## config.mk

```make
export PLATFORM = sky130hd
export DESIGN_NAME = rvcore_rf
export DESIGN_NICKNAME = d
export VERILOG_FILES = /design/src/hw/rtl/rvcore_pkg.sv /design/src/hw/rtl/rvcore_rf.sv
export SDC_FILE = /design/constraint.sdc
export NUM_CORES = 1
export LEC_CHECK = 0
export BUFFER_PORTS_ARGS = -buffer_cell sky130_fd_sc_hd__buf_2
export CELL_PAD_IN_SITES_DETAIL_PLACEMENT = 1
export CELL_PAD_IN_SITES_GLOBAL_PLACEMENT = 2
export CORE_MARGIN = 2
export CORE_UTILIZATION = 40
export CTS_CLUSTER_DIAMETER = 150
export DETAILED_ROUTE_END_ITERATION = 6
export PLACE_DENSITY = 0.77
export SLEW_MARGIN = 15
export SYNTH_ARGS = -nofsm -noshare
export SYNTH_HDL_FRONTEND = slang
export SYNTH_SLANG_ARGS = --single-unit
```

## constraint.sdc

```tcl
create_clock -name clk_i -period 1.48 [get_ports clk_i]
set_clock_uncertainty 0.2 [all_clocks]
set_input_delay 0.074 -clock clk_i [delete_from_list [all_inputs] [get_ports clk_i]]
set_output_delay 0.074 -clock clk_i [all_outputs]
set_load 0.005 [all_outputs]
```

## src/hw/rtl/rvcore_pkg.sv

```systemverilog
// Shared types and constants for the RV32I execute-step core.
package rvcore_pkg;

  localparam int XLEN      = 32;
  localparam int REG_COUNT = 32;
  localparam int REG_IDX_W = 5;

  // Major opcodes
  localparam logic [6:0] OPC_IMM    = 7'h13;
  localparam logic [6:0] OPC_BRANCH = 7'h63;
  localparam logic [6:0] OPC_JALR   = 7'h67;
  localparam logic [6:0] OPC_JAL    = 7'h6F;
  localparam logic [6:0] OPC_LUI    = 7'h37;
  localparam logic [6:0] OPC_HALT   = 7'h7F;
  localparam logic [6:0] OPC_REG    = 7'h33;
  localparam logic [6:0] OPC_LOAD   = 7'h03;
  localparam logic [6:0] OPC_STORE  = 7'h23;

  // Register that receives the PC on a halt
  localparam logic [REG_IDX_W-1:0] SAVE_REG = 5'd8;

  // Access sizes
  localparam logic [1:0] SZ_BYTE = 2'd0;
  localparam logic [1:0] SZ_HALF = 2'd1;
  localparam logic [1:0] SZ_WORD = 2'd2;

  // Operations of an input transaction
  localparam logic OP_LOAD_WORD = 1'b0;
  localparam logic OP_STEP      = 1'b1;

  // Configuration register indexes
  localparam logic REG_CODE_BASE   = 1'b0;
  localparam logic REG_TRAP_VECTOR = 1'b1;

  // Byte memory access request
  typedef struct packed {
    logic            rd;
    logic            wr;
    logic [XLEN-1:0] addr;
    logic [XLEN-1:0] wdata;
    logic [1:0]      size;
  } mem_req_t;

  // Result of decoding and executing one instruction
  typedef struct packed {
    logic                 bad;
    logic                 wr;
    logic [REG_IDX_W-1:0] rd;
    logic [XLEN-1:0]      wval;
    logic [XLEN-1:0]      next_pc;
    logic                 st;
    logic                 ld;
    logic [XLEN-1:0]      maddr;
    logic [XLEN-1:0]      st_data;
    logic [1:0]           size;
  } exec_res_t;

endpackage

```

## src/hw/rtl/rvcore_rf.sv

```systemverilog
// Register file: synchronous RAM with two read ports and valid bits that read as zero.
module rvcore_rf import rvcore_pkg::*; (
  input  logic                 clk_i,
  input  logic                 rst_ni,
  input  logic                 rd_en_i,
  input  logic [REG_IDX_W-1:0] ra_i,
  input  logic [REG_IDX_W-1:0] rb_i,
  output logic [XLEN-1:0]      a_o,
  output logic [XLEN-1:0]      b_o,
  input  logic                 we_i,
  input  logic [REG_IDX_W-1:0] wa_i,
  input  logic [XLEN-1:0]      wd_i
);

  logic [XLEN-1:0]      mem_q [REG_COUNT];
  logic [REG_COUNT-1:0] vld_q;
  logic [XLEN-1:0]      a_q, b_q;
  logic                 av_q, bv_q;

  always_ff @(posedge clk_i) begin
    if (we_i) mem_q[wa_i] <= wd_i;
    if (rd_en_i) begin
      a_q  <= mem_q[ra_i];
      b_q  <= mem_q[rb_i];
      av_q <= vld_q[ra_i];
      bv_q <= vld_q[rb_i];
    end
  end

  // x0 is never written, so it stays invalid and reads zero
  always_ff @(posedge clk_i or negedge rst_ni) begin
    if (!rst_ni) begin
      vld_q <= '0;
    end else if (we_i) begin
      vld_q[wa_i] <= 1'b1;
    end
  end

  assign a_o = av_q ? a_q : '0;
  assign b_o = bv_q ? b_q : '0;

endmodule

```

# Word level (Yosys, flattened, before mapping)
# Memory sizes are Yosys's and may differ from the RTL's. A register that Yosys moved wholly into a read port is not among the register bits.
# Index checks and enable logic that the tools add are counted.
[word_totals] ram_bits=1024 n_memories=1 inputBits=51 out_inout_bits=64 wordCells=20 regBits=34
[op_classes] muxes=10 reduce_logical=1 n_bitwise=1 magnitude_cmp=4
[mem_list] memory="mem_q" words=32 width=32 read_ports=2 rd_clocked_by_memory_dff=2 write_ports=1 line="rvcore_rf.sv:15" text="logic [XLEN-1:0] mem_q [REG_COUNT];"
[ops] cell="32-bit two-way mux" n=2
[ops] cell="32-bit OR" n=1
[ops] cell="5-bit by 6-bit less-than comparator with 1-bit output, second input constant" n=3
[ops] cell="1-bit binary-select mux with 5-bit select" n=2
[ops] cell="1-bit demux with 5-bit select" n=1
[ops] cell="5-bit by 1-bit greater-or-equal comparator with 1-bit output, second input constant" n=1
[ops] cell="1-bit two-way mux" n=5
[ops] cell="1-bit logical AND" n=1

# Depth between registers and ports, before layout
# Gate-level depths: netlist (run 1).
[logic_depth] word_depth=5 ltp_mapped=8 mapped_depth_nobuf=5

# Worst setup path after synthesis (run 1)
# No wires, ideal clock.
[synth_timing] path_type="input port to flip-flop" startpoint="input wa_i[0]" endpoint="memory mem_q[12][0], enable pin" setup_time_ns=0.422 arrival_time_ns=2.105 path_stages=3 required_time_ns=0.858 n_path_buf=1 path_slack_ns=-1.247 cell_sequence="or3b_2 -> clkbuf_1 -> nor2_1"
[synth_lines] element="start, declared" line="rvcore_rf.sv:11" text="input logic [REG_IDX_W-1:0] wa_i,"
[synth_lines] element="end, declared" line="rvcore_rf.sv:15"
# No word-level cell before the write port.

# Worst setup path in the final report (run 1)
[layout_timing] startpoint="register av_q" endpoint="output a_o[9]"
[layout_between] elab_chain_cells=1
[layout_lines] element="start, declared" line="rvcore_rf.sv:18" text="logic av_q, bv_q;"
[layout_lines] element="start signal, assigned" line="rvcore_rf.sv:25" text="av_q <= vld_q[ra_i];"
[layout_lines] element="32-bit two-way mux" line="rvcore_rf.sv:39" text="assign a_o = av_q ? a_q : '0;"
[layout_lines] element="end, declared" line="rvcore_rf.sv:8" text="output logic [XLEN-1:0] a_o,"
# No other way between the ends.

==> results of run 1 <==
## per-layer routing
layer  vias to the layer above  global-route usage (%)
met3                       341                   3.607
met5                         -                       0
li1                      15510                       -
met4                        18                   9.994
met2                      1409                   45.95
met1                     19070                   37.88
## logic make-up after synthesis
logic type,after synthesis
compound gates,594
simple gates,619
buf+inv,273
flops,1122
mux,1056
## worst min path at each step
| stage | slack, ns | endpoint | cells after the start | from |
|---|---|---|---|---|
| 3_5_place_dp | -0.12 | vld_q[11] | 2 | rst_ni |
| 4_1_cts | -0.05 | mem_q[8][25] | 4 | wa_i[0] |
| 3_3_place_gp | -0.12 | vld_q[11] | 2 | rst_ni |
| 5_1_grt | -0.04 | mem_q[14][13] | 4 | wa_i[4] |
| 2_1_floorplan | -0.42 | vld_q[0] | 0 | rst_ni |
| 6_report | -0.06 | mem_q[14][13] | 4 | wa_i[4] |
## power groups by stage
stage | clock, mW | combinational [mW] | sequential, mW
final | 30.0 | 8.15 | 36.1
after global routing | 31.5 | 8.56 | 36.2
after CTS | 30.4 | 8.05 | 36.1
after detailed placement | 0 | 7.66 | 36.8
after global placement | 0 | 7.52 | 36.8
after floorplan | 0 | 4.09 | 36.5
## what timing repair did
action / in CTS / in global routing
endpoints found under the setup margin: 124 / 1168
gates cloned: 1 / 2
pin swaps: 77 / 74
buffers inserted: 5 / 6
hold buffers: 62 / 3
hold endpoints to repair: 1402 / 12
resized for setup: 65 / 47
## state kept, by name, indices dropped and copies added, names as in the netlist
register	cells
b_q	32
bv_q	1
mem_q	1024
a_q	32
vld_q	32
av_q	1
## through the flow
stage                     worst slack, ns  hold WS, ns  area, µm²  power, mW
final                             -0.6212     -0.06258      65690      74.29
after global routing              -0.6428     -0.04009      65690      76.25
after CTS                         -0.6333     -0.04930      65450      74.58
after detailed placement          -0.6543      -0.1200      60620      44.45
after global placement            -0.5868      -0.1223      60620      44.28
after floorplan                   -0.4843      -0.4216      53400      40.63
## critical path, cell delays in order (launching register included)
cell and delay [ns]:
edfxtp_1 0.42, buf_12 0.18, buf_12 0.16, and2_4 0.17
buf_2 0.13
## cells in the mapped netlist
library cell / instances
a31oi_1: 66
or3_1: 1
and2_1: 66
nor2b_1: 4
nor2_2: 1
dfrtp_1: 32
nand2b_1: 4
buf_2: 59
a22oi_1: 198
a21oi_1: 198
clkbuf_1: 90
buf_1: 23
a22o_1: 132
nand3b_1: 5
buf_4: 41
or2_2: 34
edfxtp_1: 1090
nand2_1: 201
buf_8: 6
nand3_1: 200
nor2_1: 34
nor3_1: 66
clkbuf_4: 4
mux2i_1: 1056
buf_6: 50
or3b_2: 3
## cell type report
| class | instances | area [µm²] | share of cell area, % |
|---|---|---|---|
| Clock buffer | 156 | 3211 | 4.887 |
| Timing Repair Buffer | 707 | 7838 | 11.93 |
| Clock inverter | 69 | 658.1 | 1.002 |
| Sequential cell | 1122 | 33530 | 51.04 |
| Antenna cell | 3 | 7.507 | 0.01143 |
| Multi-Input combinational cell | 2269 | 18250 | 27.78 |
| Tap cell | 1755 | 2196 | 3.343 |
==> run summary, run 1 <==
Synth area leader: edfxtp_1
Failing checks: hold timing, setup timing
FP Rows: 133
Max Fanout on Critical Path: 12
Post-synthesis share of cell area spent on and, or, nand and nor gates: 5.614%
H-tree levels: 3
Status: finished with violations
Multiplexer area fraction after synthesis: 20.01%
Worst slew pin tran: 0.6321 ns
DRC viols: 0
Fillers: 12720
DRT Pass-1 Iters: 5
Critical path endpoint category: primary output
NetSw: 17.91 mW
Clk slew on worst S/H paths: 0.06 ns
Mapped Nets: 3715
Post-synthesis xor/xnor area fraction: 0%
Largest net degree at the start of global routing: 33
Mapped Cells: 3664
CTS sink count: 1122
#FFs+latches synth: 1122
Routability cong.: 0.8315
R2R cell count: 6
Initial antenna violation count: 17
Ys Warns: 0
Hold Path Class: input port to flip-flop
TritonCTS Buffers: 121
Final hold violation count: 14
Met3 routed WL: 12.84 mm
CP arrival: 1.83 ns
Vias: 36350
Largest family of logic cells by synthesized area: multiplexers
Max layer used: met5
PwrDens: 1131 nW/µm²
TNS Setup: -41.63 ns
DR WL/cell: 31.64 µm
WS Path Type: flip-flop to primary output
Clk pwr share: 40.4%
Share of power burned in registers: 48.6%
Sw Ratio: 24.11%
Root buffer cell: clkbuf_16
Max_cap viols: 0
Setup repair after global routing missed its margin: true
Final WS setup: -0.6212 ns
Distinct cells, synth: 26
HPWL after DPL: 123.0 mm
Antenna Violating Nets Remaining: 0
Core area: 131300 µm²
Synthesized cell area: 52820 µm²
Slew Viols, Final: 0
Initial Util: 40.23%
CTS tree: built
Syn Area/Cell: 14.42 µm²
Slew HR: 57.86%
LEAKAGE: 25.18 nW
Worst setup path end: a_o[9]
Area Growth Syn to Fin: 24.36%
Vias per std cell: 5.977
Synth Area in Adders: 0%
Worst VDD drop: 1025 µV
Vias in the first global route: 37890
Buffer levels on the longest clock path: 3
Pint: 56.38 mW
Comb pwr share: 11.0%
Die Wd: 367.4 µm
Placed Cells incl. Taps: 5782
Compound-Gate Fraction of Synth Area: 7.660%
Met1 Routed Length: 80.63 mm
Commonest non-fill, non-tap cell in the layout: edfxtp_1
Reg-to-Reg End: a_q[6]
Global Route Usage Sum: 27.92%
Io pins: 115
Part of the cycle the worst path needs: 142.0%
Clk_lat worst skew: 0.74 ns
Setup crit start: av_q
Min cycle time layout: 2.101 ns
Share of cells above drive strength 1: 22.58%
First-pass GRT wire length: 273.5 mm
Routed wl met2: 91.80 mm
Max Fclk: 475.9 MHz
Input/output buffers: 114
Final nets: 4272
Non-filler cells, final: 6081
Starting DRC count in detailed routing: 3419
Final setup viols: 161
Critical Path RT: 1.21 ns
Die Y: 367.4 µm
R2r setup slk: -0.33 ns
Total wire length: 192.4 mm
Worst Setup Start Kind: flip-flop
Synth area leaders: edfxtp_1 (62%), mux2i_1 (20%), a22oi_1 (2.8%)
Die ar.: 135000 µm²
Synth top area share: 61.96%
Hold slack final: -0.06258 ns
Commonest cells after routing, fill and taps aside: edfxtp_1 (1090), mux2i_1 (1051), buf_4 (325)
Final Util: 50.03%
Worst r2r src: mem_q[6][6]
Congestion Overflow GR: 0
Sequential area share after synthesis: 63.48%
No activity file was read; power rests on OpenSTA's default activity.
==> inputs of run 2 (changes only) <==
==> constraint.sdc (replaced) <==
create_clock -name clk_i -period 1.48 [get_ports clk_i]
set_clock_uncertainty 0.2 [all_clocks]
set_input_delay 0.37 -clock clk_i [delete_from_list [all_inputs] [get_ports clk_i]]
set_output_delay 0.37 -clock clk_i [all_outputs]
set_load 0.005 [all_outputs]
==> run 2 against run 1 <==
The run ends with setup timing left. Total power increased by 1.4%. Global-route usage decreased by 0.69 points. Sequential share of layout area is 0.90 points lower.
==> run summary, run 2 (synthesized netlist as in run 1, its figures left out) <==
Status: finished with violations
Failing checks: setup timing
Share of power burned in registers: 48.0%
HPWL after DPL: 123.1 mm
Routability cong.: 0.8616
Largest net degree at the start of global routing: 41
Io pins: 115
Placed Instance Area: 61250 µm²
Vias per std cell: 5.953
Antenna Violating Nets Remaining: 0
Final setup viols: 131
DR WL/cell: 30.87 µm
Worst Setup Start Kind: flip-flop
WS Path Type: flip-flop to primary output
Critical path endpoint category: primary output
Commonest non-fill, non-tap cell in the layout: edfxtp_1
Worst slew pin tran: 0.6821 ns
CP max-delay cell: edfxtp_1
TritonCTS Buffers: 120
FP Rows: 133
Crit-path most repeated cell: buf_2
Final WS setup: -0.8557 ns
Max FFs per register: 1024
CTS sink count: 1122
Commonest cells after routing, fill and taps aside: edfxtp_1 (1090), mux2i_1 (1051), buf_4 (322)
PwrDens: 1126 nW/µm²
Global Route Usage Sum: 27.23%
First-pass GRT wire length: 268.3 mm
Area Growth Syn to Fin: 26.59%
Die Y: 367.4 µm
Clk pwr share: 40.6%
Vias in the first global route: 38350
Clk_lat worst skew: 0.73 ns
Most flops, register: mem_q
Critical Path Max Stage Delay: 0.42 ns
Total wire length: 188.5 mm
Final hold violation count: 0
Max Fanout on Critical Path: 4
DRT Pass-1 Iters: 6
Pint: 57.14 mW
Max Fclk: 428.1 MHz
Initial antenna violation count: 13
Sw Ratio: 24.13%
Slew HR: 54.53%
CP arrival: 1.77 ns
H-tree levels: 3
Root buffer cell: clkbuf_16
Setup WS pre-CTS: -0.9986 ns
Worst VDD drop: 1094 µV
Vias: 36360
Final Util: 50.93%
Fillers: 12660
N_diodes: 0
Hold Path Class: input port to flip-flop
Share of cells above drive strength 1: 24.68%
Die Wd: 367.4 µm
Final nets: 4297
Slew Viols, Final: 0
Critical Path RT: 0.91 ns
Die ar.: 135000 µm²
Congestion Overflow GR: 0
Initial Util: 40.23%
Part of the cycle the worst path needs: 157.8%
CTS tree: built
Input/output buffers: 114
CP Cell Sequence: buf_4, buf_2, and2_1, buf_2
Clk slew on worst S/H paths: 0.06 ns
Comb pwr share: 11.4%
LEAKAGE: 25.63 nW
Min cycle time layout: 2.336 ns
DRC viols: 0
NetSw: 18.17 mW
Core area: 131300 µm²
Fin area: 66870 µm²
Buffer levels on the longest clock path: 3
Max_cap viols: 0
Setup repair after global routing missed its margin: true
Starting DRC count in detailed routing: 3650
[run 2: cell count changes in the layout (fill, tap and decap cells not counted), moves of 7 or more]
cell and delta:
buf_12 +33, buf_6 +43, dlygate4sd3_1 -17, clkbuf_1 -11
and2_4 +27, buf_16 +7, buf_2 -30, nor3_1 -8
clkinv_2 +7, and2_1 -27, nor3_2 +8
[run 2: routing by layer]
metal | GRT usage, % | share of wire [%] | vias to the layer above | routed length (µm)
li1 | - | - | 15560 | -
met5 | 0 | 0.042 | - | 80
met2 | 44.77 | 48 | 1331 | 90290
met3 | 3.727 | 6.0 | 412 | 11260
met4 | 10.96 | 4.2 | 12 | 7875
met1 | 36.37 | 42 | 19040 | 79030
[run 2: per-stage QoR]
step	setup TNS (ns)	instances	hold WS, ns	total power, mW
after floorplan	-682.58	3664	-0.1256	40.63
after global placement	-617.85	5804	0.1689	44.43
after detailed placement	-644.86	5804	0.1708	44.62
after CTS	-59.31	6086	0.1873	75.32
after global routing	-64.63	6107	0.2230	77.26
final	-58.68	6107	0.2198	75.31
[run 2: final timing paths]
kind,start,end,slack [ns],cells after the start
worst min register to register,vld_q[17],vld_q[17],0.30,1
max in group asynchronous,rst_ni,vld_q[22],0.31,4
worst max-delay path,bv_q,b_o[7],-0.86,4
worst max register to register,mem_q[6][7],b_q[7],-0.34,5
min in group asynchronous,rst_ni,vld_q[10],0.52,4
worst min-delay path,rb_i[1],bv_q,0.22,5
[run 2: critical path, delay by kind of cell (launching register included)]
kind,cells,cell delay [ns]
flip-flops,1,0.42
AND/OR/NAND/NOR,1,0.14
buffers and inverters,3,0.47
[run 2: what timing repair did]
item,4_1_cts,5_1_grt
setup endpoints to repair,126,137
gates cloned,2,4
pin swaps,75,109
hold endpoints to repair,1101,0
resized for setup,98,101
hold buffers,35,0
setup buffers,21,19
[run 2: layout make-up]
class / count / area [µm²] / share of cell area, %
Clock buffer: 141 / 3103 / 4.640
Clock inverter: 87 / 843.3 / 1.261
Multi-Input combinational cell: 2269 / 18390 / 27.51
Sequential cell: 1122 / 33530 / 50.14
Tap cell: 1755 / 2196 / 3.284
Timing Repair Buffer: 733 / 8805 / 13.17
[run 2: power by group through the flow]
stage | registers (mW) | clock network [mW] | logic, mW
after detailed placement | 36.8 | 0 | 7.84
after global routing | 36.2 | 32.1 | 9.03
after CTS | 36.1 | 31.0 | 8.25
after global placement | 36.7 | 0 | 7.70
final | 36.1 | 30.6 | 8.60
after floorplan | 36.5 | 0 | 4.09
